**src/rtl/multirate_periodic_task_divider_top_macros.svh**
```systemverilog
// Assertion helpers shared by the periodic job divider bank.
// Both sample on clk_i and are off while rst_ni is low.
`ifndef MULTIRATE_PERIODIC_TASK_DIVIDER_TOP_MACROS_SVH
`define MULTIRATE_PERIODIC_TASK_DIVIDER_TOP_MACROS_SVH

// Consequent must hold in the same cycle as the antecedent.
`define MPTD_ASSERT_NOW(lbl, ante, cons, msg) \
  lbl: assert property (@(posedge clk_i) disable iff (!rst_ni) (ante) |-> (cons)) \
    else $error(msg);

// Consequent must hold in the cycle after the antecedent.
`define MPTD_ASSERT_NEXT(lbl, ante, cons, msg) \
  lbl: assert property (@(posedge clk_i) disable iff (!rst_ni) (ante) |=> (cons)) \
    else $error(msg);

`endif

```
**src/rtl/mptd_pkg.sv**
```systemverilog
// ----------------------------------------------------------------------------
// mptd_pkg
// Shared codes, widths and the cell control struct of the job divider bank.
// ----------------------------------------------------------------------------
`default_nettype none

package mptd_pkg;

  localparam int DATA_W = 32;

  // Command codes of an input word.
  localparam logic [1:0] CMD_TICK = 2'd0;
  localparam logic [1:0] CMD_REG  = 2'd1;
  localparam logic [1:0] CMD_REM  = 2'd2;

  // Kind codes of a result word.
  localparam logic [1:0] KIND_FIRE = 2'd0;
  localparam logic [1:0] KIND_SUM  = 2'd1;
  localparam logic [1:0] KIND_REG  = 2'd2;
  localparam logic [1:0] KIND_REM  = 2'd3;

  // Broadcast control from the sequencer to the row of cells.
  typedef struct packed {
    logic count;   // advance every enabled job by one tick
    logic remove;  // free every cell whose ID equals the key
    logic claim;   // selected cell takes a new job
    logic setdiv;  // selected cell takes a new enable and, if enabled, a new divisor
    logic en;      // enable value written with setdiv
  } mptd_ctl_t;

endpackage

`default_nettype wire

```
**src/rtl/mptd_if.sv**
```systemverilog
// ----------------------------------------------------------------------------
// mptd_if
// Valid/ready channels for command words and result words.
// ----------------------------------------------------------------------------
`default_nettype none

interface mptd_in_if;
  logic        valid;
  logic        ready;
  logic [1:0]  cmd;
  logic [31:0] main_clock;
  logic [31:0] period;
  logic [15:0] job_id;

  modport source (output valid, cmd, main_clock, period, job_id, input ready);
  modport sink (input valid, cmd, main_clock, period, job_id, output ready);
endinterface

interface mptd_out_if;
  logic        valid;
  logic        ready;
  logic [1:0]  kind;
  logic [15:0] result_id;
  logic        ok;
  logic        last;

  modport source (output valid, kind, result_id, ok, last, input ready);
  modport sink (input valid, kind, result_id, ok, last, output ready);
endinterface

`default_nettype wire

```
**src/rtl/mptd_div.sv**
```systemverilog
// ----------------------------------------------------------------------------
// mptd_div
// Restoring divider, one quotient bit per cycle.
// ----------------------------------------------------------------------------
`default_nettype none

module mptd_div
  import mptd_pkg::*;
(
  input  wire logic              clk_i,
  input  wire logic              rst_ni,
  input  wire logic              start_i,
  input  wire logic [DATA_W-1:0] dividend_i,
  input  wire logic [DATA_W-1:0] divisor_i,
  output logic                   done_o,
  output logic [DATA_W-1:0]      quot_o,
  output logic [DATA_W-1:0]      rem_o
);

  localparam int SW = $clog2(DATA_W);

  logic              busy_q, busy_d;
  logic              done_q, done_d;
  logic [SW-1:0]     step_q, step_d;
  logic [DATA_W-1:0] a_q, a_d;
  logic [DATA_W-1:0] r_q, r_d;
  logic [DATA_W-1:0] b_q, b_d;
  logic [DATA_W:0]   rem_sh;
  logic [DATA_W:0]   diff;
  logic              ge;

  // One trial subtraction per cycle.
  always_comb begin
    rem_sh = {r_q, a_q[DATA_W-1]};
    diff   = rem_sh - {1'b0, b_q};
    ge     = !diff[DATA_W];
    busy_d = busy_q;
    done_d = 1'b0;
    step_d = step_q;
    a_d    = a_q;
    r_d    = r_q;
    b_d    = b_q;
    if (start_i) begin
      busy_d = 1'b1;
      step_d = '0;
      a_d    = dividend_i;
      r_d    = '0;
      b_d    = divisor_i;
    end else if (busy_q) begin
      a_d    = {a_q[DATA_W-2:0], ge};
      r_d    = ge ? diff[DATA_W-1:0] : rem_sh[DATA_W-1:0];
      step_d = step_q + SW'(1);
      if (step_q == SW'(DATA_W - 1)) begin
        busy_d = 1'b0;
        done_d = 1'b1;
      end
    end
  end

  always_ff @(posedge clk_i or negedge rst_ni) begin
    if (!rst_ni) begin
      busy_q <= 1'b0;
      done_q <= 1'b0;
      step_q <= '0;
    end else begin
      busy_q <= busy_d;
      done_q <= done_d;
      step_q <= step_d;
    end
  end

  always_ff @(posedge clk_i) begin
    a_q <= a_d;
    r_q <= r_d;
    b_q <= b_d;
  end

  assign done_o = done_q;
  assign quot_o = a_q;
  assign rem_o  = r_q;

endmodule

`default_nettype wire

```
**src/rtl/mptd_cell.sv**
```systemverilog
// ----------------------------------------------------------------------------
// mptd_cell
// One job slot: holds ID, period, enable, divisor and tick count, and passes
// the free-slot and ID-match chains on to its neighbor.
// ----------------------------------------------------------------------------
`default_nettype none

module mptd_cell
  import mptd_pkg::*;
#(
  parameter int ID_BITS = 16
) (
  input  wire logic               clk_i,
  input  wire logic               rst_ni,
  input  wire mptd_ctl_t          ctl_i,
  input  wire logic               sel_i,
  input  wire logic [ID_BITS-1:0] key_i,
  input  wire logic [DATA_W-1:0]  period_i,
  input  wire logic [DATA_W-1:0]  quot_i,
  input  wire logic               free_i,
  input  wire logic               match_i,
  output logic                    free_o,
  output logic                    match_o,
  output logic                    first_o,
  output logic                    valid_o,
  output logic [ID_BITS-1:0]      id_o,
  output logic [DATA_W-1:0]       period_o,
  output logic                    fire_o
);

  logic               valid_q;
  logic               fire_q;
  logic [ID_BITS-1:0] id_q;
  logic [DATA_W-1:0]  period_q;
  logic               en_q;
  logic [DATA_W-1:0]  div_q;
  logic [DATA_W-1:0]  cnt_q;
  logic [DATA_W-1:0]  cnt_inc;
  logic               hit;
  logic               live;

  assign hit     = valid_q && (id_q == key_i);
  assign live    = valid_q && en_q;
  assign cnt_inc = cnt_q + DATA_W'(1);

  // Chains toward the next cell.
  assign free_o  = free_i | !valid_q;
  assign first_o = !valid_q && !free_i;
  assign match_o = match_i | hit;

  // Occupancy and fire flag.
  always_ff @(posedge clk_i or negedge rst_ni) begin
    if (!rst_ni) begin
      valid_q <= 1'b0;
      fire_q  <= 1'b0;
    end else begin
      if (ctl_i.claim && sel_i) begin
        valid_q <= 1'b1;
      end else if (ctl_i.remove && hit) begin
        valid_q <= 1'b0;
      end
      if (ctl_i.count) begin
        fire_q <= live && (cnt_inc == div_q);
      end
    end
  end

  // Job contents.
  always_ff @(posedge clk_i) begin
    if (ctl_i.claim && sel_i) begin
      id_q     <= key_i;
      period_q <= period_i;
      en_q     <= 1'b0;
    end else if (ctl_i.setdiv && sel_i) begin
      en_q <= ctl_i.en;
      if (ctl_i.en) begin
        div_q <= quot_i;
        cnt_q <= '0;
      end
    end else if (ctl_i.count && live) begin
      cnt_q <= (cnt_inc == div_q) ? '0 : cnt_inc;
    end
  end

  assign valid_o  = valid_q;
  assign id_o     = id_q;
  assign period_o = period_q;
  assign fire_o   = fire_q;

endmodule

`default_nettype wire

```
**src/rtl/multirate_periodic_task_divider_top.sv**
```systemverilog
// ----------------------------------------------------------------------------
// multirate_periodic_task_divider_top
// Bank of periodic jobs that divide a base tick into per-job firing events.
// ----------------------------------------------------------------------------
// Each command word is accepted only in the idle state. A register word then
// tries candidate IDs to find a free one (one candidate ID per cycle, checked
// against all cells at once) and queues its ack; when the base clock is
// nonzero, it also computes the divisor in the shared divider. A remove word
// frees the matching cell as it is accepted and queues its ack. A tick word
// goes through counting, the slot scan and the summary. When the clock value
// changes, it first walks the slots and, when the new clock is nonzero, runs
// the shared 32-step divider once per occupied slot. The output side can hold
// a result word back and so stall the sequencer. Command words are taken one
// at a time.
`default_nettype none

`include "multirate_periodic_task_divider_top_macros.svh"

module multirate_periodic_task_divider_top
  import mptd_pkg::*;
#(
  parameter int SLOTS   = 8,
  parameter int ID_BITS = 16
) (
  input  wire logic   clk_i,
  input  wire logic   rst_ni,
  mptd_in_if.sink     in_i,
  mptd_out_if.source  out_o
);

  localparam int IW = (SLOTS > 1) ? $clog2(SLOTS) : 1;
  localparam int CW = $clog2(SLOTS + 1);

  typedef enum logic [7:0] {
    S_IDLE  = 8'b0000_0001,
    S_DSCAN = 8'b0000_0010,
    S_DWAIT = 8'b0000_0100,
    S_COUNT = 8'b0000_1000,
    S_SCAN  = 8'b0001_0000,
    S_SUM   = 8'b0010_0000,
    S_ALLOC = 8'b0100_0000,
    S_ACK   = 8'b1000_0000
  } state_e;

  state_e             state_q, state_d;
  logic [CW-1:0]      s_q, s_d;
  logic [CW-1:0]      tries_q, tries_d;
  logic [DATA_W-1:0]  clock_now_q, clock_now_d;
  logic [ID_BITS-1:0] cursor_q, cursor_d;
  logic [ID_BITS-1:0] cand_q, cand_d;
  logic [DATA_W-1:0]  period_q, period_d;
  logic               all_ok_q, all_ok_d;
  logic               reg_mode_q, reg_mode_d;
  logic [1:0]         ack_kind_q, ack_kind_d;
  logic [15:0]        ack_id_q, ack_id_d;
  logic               ack_ok_q, ack_ok_d;

  logic               out_valid_q, out_valid_d;
  logic [1:0]         out_kind_q, out_kind_d;
  logic [15:0]        out_id_q, out_id_d;
  logic               out_ok_q, out_ok_d;
  logic               out_last_q, out_last_d;

  mptd_ctl_t          ctl;
  logic [SLOTS-1:0]   sel;
  logic [ID_BITS-1:0] key;
  logic [ID_BITS-1:0] rid_key;
  logic [15:0]        cand16;
  logic [15:0]        fire_id16;
  logic [IW-1:0]      idx;
  logic [IW-1:0]      ff_idx;
  logic               in_acc;
  logic               out_free;

  logic [SLOTS:0]     free_chain;
  logic [SLOTS:0]     match_chain;
  logic [SLOTS-1:0]   first_free;
  logic [SLOTS-1:0]   cell_valid;
  logic [SLOTS-1:0]   cell_fire;
  logic [ID_BITS-1:0] cell_id     [SLOTS];
  logic [DATA_W-1:0]  cell_period [SLOTS];

  logic               div_start;
  logic               div_done;
  logic [DATA_W-1:0]  div_a;
  logic [DATA_W-1:0]  quot;
  logic [DATA_W-1:0]  rem;
  logic               set_en;

  // Command words are taken only while the sequencer is idle.
  assign in_i.ready = (state_q == S_IDLE);

  assign in_acc   = in_i.valid && in_i.ready;
  assign out_free = !out_valid_q || out_o.ready;
  assign idx      = s_q[IW-1:0];
  assign set_en   = (rem == '0) && (quot != '0);

  // ID width conversions between the 16-bit ports and the ID_BITS key.
  always_comb begin
    rid_key   = '0;
    cand16    = '0;
    fire_id16 = '0;
    for (int i = 0; i < ID_BITS && i < 16; i++) begin
      rid_key[i]   = in_i.job_id[i];
      cand16[i]    = cand_q[i];
      fire_id16[i] = cell_id[idx][i];
    end
  end

  // Index of the lowest free cell.
  always_comb begin
    ff_idx = '0;
    for (int i = 0; i < SLOTS; i++) begin
      if (first_free[i]) begin
        ff_idx = IW'(i);
      end
    end
  end

  assign key   = (state_q == S_IDLE) ? rid_key : cand_q;
  assign div_a = (state_q == S_ALLOC) ? period_q : cell_period[idx];

  // Row of job cells.
  assign free_chain[0]  = 1'b0;
  assign match_chain[0] = 1'b0;

  for (genvar g = 0; g < SLOTS; g++) begin : g_cell
    mptd_cell #(
      .ID_BITS (ID_BITS)
    ) u_cell (
      .clk_i    (clk_i),
      .rst_ni   (rst_ni),
      .ctl_i    (ctl),
      .sel_i    (sel[g]),
      .key_i    (key),
      .period_i (period_q),
      .quot_i   (quot),
      .free_i   (free_chain[g]),
      .match_i  (match_chain[g]),
      .free_o   (free_chain[g+1]),
      .match_o  (match_chain[g+1]),
      .first_o  (first_free[g]),
      .valid_o  (cell_valid[g]),
      .id_o     (cell_id[g]),
      .period_o (cell_period[g]),
      .fire_o   (cell_fire[g])
    );
  end

  // Shared divider for period / clock.
  mptd_div u_div (
    .clk_i      (clk_i),
    .rst_ni     (rst_ni),
    .start_i    (div_start),
    .dividend_i (div_a),
    .divisor_i  (clock_now_q),
    .done_o     (div_done),
    .quot_o     (quot),
    .rem_o      (rem)
  );

  // Sequencer.
  always_comb begin
    state_d     = state_q;
    s_d         = s_q;
    tries_d     = tries_q;
    clock_now_d = clock_now_q;
    cursor_d    = cursor_q;
    cand_d      = cand_q;
    period_d    = period_q;
    all_ok_d    = all_ok_q;
    reg_mode_d  = reg_mode_q;
    ack_kind_d  = ack_kind_q;
    ack_id_d    = ack_id_q;
    ack_ok_d    = ack_ok_q;
    ctl         = '0;
    sel         = '0;
    div_start   = 1'b0;
    out_valid_d = out_valid_q && !out_o.ready;
    out_kind_d  = out_kind_q;
    out_id_d    = out_id_q;
    out_ok_d    = out_ok_q;
    out_last_d  = out_last_q;

    case (state_q)
      S_IDLE: begin
        if (in_acc) begin
          case (in_i.cmd)
            CMD_TICK: begin
              all_ok_d   = 1'b1;
              reg_mode_d = 1'b0;
              if (in_i.main_clock != clock_now_q) begin
                clock_now_d = in_i.main_clock;
                s_d         = '0;
                state_d     = S_DSCAN;
              end else begin
                state_d = S_COUNT;
              end
            end
            CMD_REG: begin
              cand_d   = cursor_q + ID_BITS'(1);
              tries_d  = '0;
              period_d = in_i.period;
              state_d  = S_ALLOC;
            end
            CMD_REM: begin
              ctl.remove = 1'b1;
              ack_kind_d = KIND_REM;
              ack_id_d   = in_i.job_id;
              ack_ok_d   = match_chain[SLOTS];
              state_d    = S_ACK;
            end
            default: begin
            end
          endcase
        end
      end

      // Walk the slots and redo the divisor of every occupied one (disable it if the clock is zero).
      S_DSCAN: begin
        if (s_q == CW'(SLOTS)) begin
          state_d = S_COUNT;
        end else if (cell_valid[idx]) begin
          if (clock_now_q == '0) begin
            ctl.setdiv = 1'b1;
            ctl.en     = 1'b0;
            sel[idx]   = 1'b1;
            all_ok_d   = 1'b0;
            s_d        = s_q + CW'(1);
          end else begin
            div_start = 1'b1;
            state_d   = S_DWAIT;
          end
        end else begin
          s_d = s_q + CW'(1);
        end
      end

      S_DWAIT: begin
        if (div_done) begin
          ctl.setdiv = 1'b1;
          ctl.en     = set_en;
          sel[idx]   = 1'b1;
          if (reg_mode_q) begin
            state_d = S_ACK;
          end else begin
            all_ok_d = all_ok_q && set_en;
            s_d      = s_q + CW'(1);
            state_d  = S_DSCAN;
          end
        end
      end

      S_COUNT: begin
        ctl.count = 1'b1;
        s_d       = '0;
        state_d   = S_SCAN;
      end

      // Report fired jobs in slot order.
      S_SCAN: begin
        if (s_q == CW'(SLOTS)) begin
          state_d = S_SUM;
        end else if (cell_fire[idx]) begin
          if (out_free) begin
            out_valid_d = 1'b1;
            out_kind_d  = KIND_FIRE;
            out_id_d    = fire_id16;
            out_ok_d    = 1'b0;
            out_last_d  = 1'b0;
            s_d         = s_q + CW'(1);
          end
        end else begin
          s_d = s_q + CW'(1);
        end
      end

      S_SUM: begin
        if (out_free) begin
          out_valid_d = 1'b1;
          out_kind_d  = KIND_SUM;
          out_id_d    = '0;
          out_ok_d    = all_ok_q;
          out_last_d  = 1'b1;
          state_d     = S_IDLE;
        end
      end

      // Try one candidate ID per cycle.
      S_ALLOC: begin
        ack_kind_d = KIND_REG;
        if (!free_chain[SLOTS]) begin
          ack_id_d = '0;
          ack_ok_d = 1'b0;
          state_d  = S_ACK;
        end else if (!match_chain[SLOTS]) begin
          ctl.claim  = 1'b1;
          sel        = first_free;
          cursor_d   = cand_q;
          ack_id_d   = cand16;
          ack_ok_d   = 1'b1;
          s_d        = CW'(ff_idx);
          reg_mode_d = 1'b1;
          if (clock_now_q != '0) begin
            div_start = 1'b1;
            state_d   = S_DWAIT;
          end else begin
            state_d = S_ACK;
          end
        end else if (tries_q == CW'(SLOTS)) begin
          ack_id_d = '0;
          ack_ok_d = 1'b0;
          state_d  = S_ACK;
        end else begin
          cand_d  = cand_q + ID_BITS'(1);
          tries_d = tries_q + CW'(1);
        end
      end

      S_ACK: begin
        if (out_free) begin
          out_valid_d = 1'b1;
          out_kind_d  = ack_kind_q;
          out_id_d    = ack_id_q;
          out_ok_d    = ack_ok_q;
          out_last_d  = 1'b1;
          state_d     = S_IDLE;
        end
      end

      default: begin
        state_d = S_IDLE;
      end
    endcase
  end

  // Control registers.
  always_ff @(posedge clk_i or negedge rst_ni) begin
    if (!rst_ni) begin
      state_q     <= S_IDLE;
      s_q         <= '0;
      tries_q     <= '0;
      clock_now_q <= '0;
      cursor_q    <= '0;
      reg_mode_q  <= 1'b0;
      out_valid_q <= 1'b0;
    end else begin
      state_q     <= state_d;
      s_q         <= s_d;
      tries_q     <= tries_d;
      clock_now_q <= clock_now_d;
      cursor_q    <= cursor_d;
      reg_mode_q  <= reg_mode_d;
      out_valid_q <= out_valid_d;
    end
  end

  // Payload registers.
  always_ff @(posedge clk_i) begin
    cand_q     <= cand_d;
    period_q   <= period_d;
    all_ok_q   <= all_ok_d;
    ack_kind_q <= ack_kind_d;
    ack_id_q   <= ack_id_d;
    ack_ok_q   <= ack_ok_d;
    out_kind_q <= out_kind_d;
    out_id_q   <= out_id_d;
    out_ok_q   <= out_ok_d;
    out_last_q <= out_last_d;
  end

  assign out_o.valid     = out_valid_q;
  assign out_o.kind      = out_kind_q;
  assign out_o.result_id = out_id_q;
  assign out_o.ok        = out_ok_q;
  assign out_o.last      = out_last_q;

  // Checks on the sequencer and the cell row.
  `MPTD_ASSERT_NOW(a_div_done_in_wait, div_done, state_q == S_DWAIT,
    "divider finished outside the wait state")
  `MPTD_ASSERT_NOW(a_first_free_unique, 1'b1, $onehot0(first_free),
    "more than one cell marked as lowest free")
  `MPTD_ASSERT_NEXT(a_claim_fills_cell, ctl.claim, match_chain[SLOTS],
    "claimed ID not found in the cell row")

endmodule

`default_nettype wire
```
**src/flat_wrapper.sv**
```systemverilog
// flat-port wrapper written by rule: the top's interface ports become plain ports
module multirate_periodic_task_divider_top_flat import mptd_pkg::*;
#(
  parameter int SLOTS   = 8,
  parameter int ID_BITS = 16
)
  (clk_i, rst_ni, in_i_valid, in_i_cmd, in_i_main_clock, in_i_period, in_i_job_id, in_i_ready, out_o_valid, out_o_kind, out_o_result_id, out_o_ok, out_o_last, out_o_ready);
  mptd_in_if in_i_i ();
  mptd_out_if out_o_i ();
  input  wire logic clk_i;
  input  wire logic rst_ni;
  input wire logic [$bits(in_i_i.valid)-1:0] in_i_valid;
  input wire logic [$bits(in_i_i.cmd)-1:0] in_i_cmd;
  input wire logic [$bits(in_i_i.main_clock)-1:0] in_i_main_clock;
  input wire logic [$bits(in_i_i.period)-1:0] in_i_period;
  input wire logic [$bits(in_i_i.job_id)-1:0] in_i_job_id;
  output wire logic [$bits(in_i_i.ready)-1:0] in_i_ready;
  output wire logic [$bits(out_o_i.valid)-1:0] out_o_valid;
  output wire logic [$bits(out_o_i.kind)-1:0] out_o_kind;
  output wire logic [$bits(out_o_i.result_id)-1:0] out_o_result_id;
  output wire logic [$bits(out_o_i.ok)-1:0] out_o_ok;
  output wire logic [$bits(out_o_i.last)-1:0] out_o_last;
  input wire logic [$bits(out_o_i.ready)-1:0] out_o_ready;
  assign in_i_i.valid = in_i_valid;
  assign in_i_i.cmd = in_i_cmd;
  assign in_i_i.main_clock = in_i_main_clock;
  assign in_i_i.period = in_i_period;
  assign in_i_i.job_id = in_i_job_id;
  assign in_i_ready = in_i_i.ready;
  assign out_o_valid = out_o_i.valid;
  assign out_o_kind = out_o_i.kind;
  assign out_o_result_id = out_o_i.result_id;
  assign out_o_ok = out_o_i.ok;
  assign out_o_last = out_o_i.last;
  assign out_o_i.ready = out_o_ready;
  multirate_periodic_task_divider_top #(.SLOTS(SLOTS), .ID_BITS(ID_BITS)) u_core (.clk_i(clk_i), .rst_ni(rst_ni), .in_i(in_i_i), .out_o(out_o_i));
endmodule
```
**config.mk**
```make
export PLATFORM = sky130hd
export DESIGN_NAME = multirate_periodic_task_divider_top_flat
export DESIGN_NICKNAME = d
export VERILOG_FILES = /design/src/rtl/mptd_pkg.sv /design/src/rtl/mptd_if.sv /design/src/rtl/mptd_div.sv /design/src/rtl/mptd_cell.sv /design/src/rtl/multirate_periodic_task_divider_top.sv /design/src/flat_wrapper.sv
export VERILOG_INCLUDE_DIRS = /design/src /design/src/rtl
export SDC_FILE = /design/constraint.sdc
export NUM_CORES = 2
export LEC_CHECK = 0
export ABC_AREA = 1
export BUFFER_PORTS_ARGS = -buffer_cell sky130_fd_sc_hd__buf_2
export CAP_MARGIN = 40
export CORE_MARGIN = 2
export CORE_UTILIZATION = 40
export CTS_CLUSTER_DIAMETER = 100
export CTS_CLUSTER_SIZE = 28
export DETAILED_ROUTE_END_ITERATION = 16
export PLACE_DENSITY_LB_ADDON = 0.3
export SYNTH_ARGS = -nofsm -noshare
export SYNTH_HDL_FRONTEND = slang
export SYNTH_HIERARCHICAL = 1
export SYNTH_SLANG_ARGS = --single-unit
```
**constraint.sdc**
```tcl
create_clock -name clk_i -period 8.2 [get_ports clk_i]
set_input_delay 1.64 -clock clk_i [delete_from_list [all_inputs] [get_ports clk_i]]
set_output_delay 1.64 -clock clk_i [all_outputs]
set_load 0.005 [all_outputs]
```
==> results.md <==
| Quantity | Reported |
|:---|:---|
| Most common cell after layout, fill and taps aside | nand2_1 |
| Maxcap violations | 0 |
| Chip Width | 409 um |
| Overall fraction of global-route tracks in use | 22.6% |
| Number of design-rule violations left by the first detailed-router iteration | 5680 |
| Mean post-synth cell area | 8.26 um2 |
| Fin util | 43.7% |
| Leakage power | 34.4 nW |
| TritonCTS clock tree | done |
| # IOs | 108 |
| Delay of the slowest critical-path stage | 670 ps |
| Routability-driven placement congestion ratio | 0.938 |
| Yosys cell types | 60 |
| CTS clock-pin slew for the worst setup and hold paths | 110 ps |
| Cell occurring most often along the worst timing path | nand2_1 |
| Post-detailed-placement cell area | 69300 um2 |
| FF+latch count, synth | 1176 |
| Required time reported for the critical path endpoint | 8610 ps |
| Sink count of the clock tree | 1176 |
| Warning count from the yosys run | 6 |
| Count of H-tree levels built during CTS | 2 |
| Vias in the first global route | 50.5k |
| Total power density per cell area | 238 nW/um2 |
| Endpoints failing hold | 0 |
| CTS resizes | 0 |
| Antenna violations before repair | 19 |
| Routed via count divided by cell count | 5.22 |
| Proportion of layout cells with a drive suffix above 1 | 8.61% |
| Initial Util | 40.3% |
| Worst IR Drop VDD | 216 uV |
| Outcome | completed |
| Startpoint Class | register |
| Class of the tightest hold or removal check | register to register |
| Leading cell types in the layout, fill and taps excluded | nand2_1 (2891), edfxtp_1 (1047), inv_1 (941) |
| Cell at the root of the clock tree | clkbuf_16 |
| Detailed Routing Iterations Pass 1 | 7 |
| Clock buffers created by TritonCTS | 54 |
| Area of the core | 163000 um2 |
| Worst Max-Slew Pin Slew | 947 ps |
| Number of pins exceeding their max-slew limit in the final report | 0 |
| Total of endpoints with negative setup slack in the final report | 0 |
| Share of Yosys cell area claimed by the top area cell type | 48.0% |
| PortBufs | 107 |
| Cell type with the highest aggregate area in the netlist | edfxtp_1 |
| Sum of negative setup slack | 0 ps |
| Minimum setup slack after placement | 963 ps |
| Final #Nets | 8229 |
| Final HPWL DP | 137000 um |
| Worst Setup End Kind | register |
| Sequential cell area fraction in the yosys report | 52.6% |
| Post-CTS Hold Buffers | 0 |
| Highest clock frequency the design can meet | 142 MHz |
| Wirelength, routed | 193000 um |
| RSZ-0062 raised after global routing | false |
| Worst-case headroom to the max-slew limit | 36.9% |
| Post-layout minimum cycle time | 7060 ps |
| Signal arrival time at the worst endpoint | 7460 ps |
| Number of buffers on the longest clock path | 3 |
| Commonest register cell after synthesis | edfxtp_1 |
| First-pass GRT wire length | 295000 um |
| Syn-to-layout area delta | 8.47% |
| Wire length per cell after detailed routing | 18.7 um |
| Count of standard-cell rows | 148 |
| Count of flip-flops with a built-in enable after synthesis | 1047 |
| Largest net degree at the start of global routing | 60 |
| Overall die area | 167000 um2 |
| Maximum fanout along the worst path | 20 |
| Category of the critical setup timing path | register to register |
| Total via count in the routed design | 53.9k |
| Clock Skew | 63.4 ps |
| Y dimension of the die | 409 um |
| Residual antenna-violating net count after detailed routing | 0 |
| Instance count after placement with tap cells included | 10.2k |
| Later-pin clock latency in the skew report | 740 ps |
| Overall overflow remaining after global route | 0 |
| Fraction of the cycle the final worst path needs | 86.1% |
| Cell count after synthesis | 7935 |
| DRC | 0 |
| Setup WS post-layout | 1140 ps |
| Number of non-filler instances in the completed layout | 10.3k |
| Mapped Area | 65500 um2 |
| Post-route design area | 71100 um2 |
| Setup bufs post-CTS | 0 |
| Top cells by area in the synthesized netlist | edfxtp_1 (48%), nand2_1 (17%), inv_1 (5.5%), nor2_1 (5.3%), nand3_1 (4.8%) |
| Share of flip-flops with an asynchronous set or reset after synthesis | 7.57% |
| Critical Path Slowest Stage Cell | a21oi_4 |
-- layer usage --
metal  wire [um]  share of wire, %  vias up  global-route usage [%]
li1            -                 -    26100                       -
met1       84400                44    25500                    32.0
met2       86500                45     2031                    35.9
met3       15700               8.1      306                    2.76
met4        6800               3.5        8                    7.58
met5          47             0.024        -                       0
-- cell type report --
| type | count | area (um2) |
|---|---|---|
| tap | 2175 | 2720 |
| inverter | 971 | 3660 |
| fill | 15900 | 91700 |
| timing repair buffer | 212 | 1700 |
| multi-input combinational | 5677 | 26700 |
| antenna | 10 | 25.0 |
| clock inverter | 23 | 317 |
| sequential | 1176 | 34500 |
| clock buffer | 79 | 1460 |
-- final timing paths --
| kind | startpoint | endpoint | slack, ps | cells past startpoint |
|---|---|---|---|---|
| min in group asynchronous | rst_ni | u_core/clock_now_q[6]$_DFFE_PN0P_ | 910 | 1 |
| max in group asynchronous | rst_ni | u_core/cursor_q[7]$_DFFE_PN0P_ | 6010 | 2 |
| max | u_core/state_q[0]$_DFFE_PN1P_ | u_core/g_cell[5].u_cell/cnt_q[6]$_SDFFCE_PP0P_ | 1140 | 34 |
| min | u_core/g_cell[1].u_cell/en_q$_SDFFE_PP0P_ | u_core/g_cell[1].u_cell/en_q$_SDFFE_PP0P_ | 470 | 2 |
| max reg2reg | u_core/state_q[0]$_DFFE_PN1P_ | u_core/g_cell[5].u_cell/cnt_q[6]$_SDFFCE_PP0P_ | 1140 | 34 |
| min reg2reg | u_core/g_cell[1].u_cell/en_q$_SDFFE_PP0P_ | u_core/g_cell[1].u_cell/en_q$_SDFFE_PP0P_ | 470 | 2 |
-- registers in the layout, indices dropped and copies added (netlist names), 16 cells and up --
register                       flops
u_core/out_o.result_id            16
u_core/g_cell.u_cell/cnt_q       256
u_core/cursor_q                   16
u_core/u_div/quot_o               32
u_core/cand16                     16
u_core/u_div/b_q                  32
u_core/g_cell.u_cell/div_q       256
u_core/clock_now_q                32
u_core/g_cell.u_cell/id_o        128
u_core/ack_id_q                   16
u_core/period_q                   32
u_core/g_cell.u_cell/period_o    256
u_core/u_div/rem_o                32
-- critical path, delay by kind of cell (launching register included) --
family | cells | cell delay, ps
xor+xnor | 1 | 320
flops | 1 | 570
compound gates | 2 | 880
simple gates | 19 | 3040
buf+inv | 12 | 1890
-- kinds of logic (layout without fill, tap and decap cells) --
logic type	after synthesis	in the layout	share of synthesized area [%]
simple gates	5068	5068	33.5
flops	1176	1176	52.6
buf+inv	1084	1285	6.83
compound gates	401	401	4.03
xor+xnor	154	154	2.06
fa+ha+maj	51	51	0.985
other cells	1	13	0.00572
-- report_power, final --
part           internal, mW  switching (mW)
Clock                  1.32            2.07
Sequential             7.37           0.506
Combinational          1.75            3.93
-- Yosys cell counts (all sizes together), types with 2 or more instances --
cell / n
o21ai: 143
a22oi: 31
inv: 967
nor2: 1099
ha: 50
o2111ai: 9
nor3: 31
dfxtp: 40
nand2: 2994
o211ai: 3
nand4: 90
xor2: 96
o2bb2ai: 2
clkinv: 4
a221oi: 27
edfxtp: 1047
a41oi: 9
nor3b: 8
nor4: 41
dfrtp: 88
o31ai: 4
o21bai: 17
xnor2: 58
buf: 75
or2: 26
a21oi: 100
a21boi: 4
a31oi: 22
a211oi: 11
and2: 15
and3: 7
clkbuf: 38
nand3: 641
a22o: 18
nand3b: 116
-- stage by stage --
step	hold slack [ps]	total power, mW
detailed placement	453	13.6
finish	472	17.0
CTS	470	17.0
floorplan	441	11.4
global route	500	17.8
global placement	454	13.4
(Power assumes the default switching activity.)
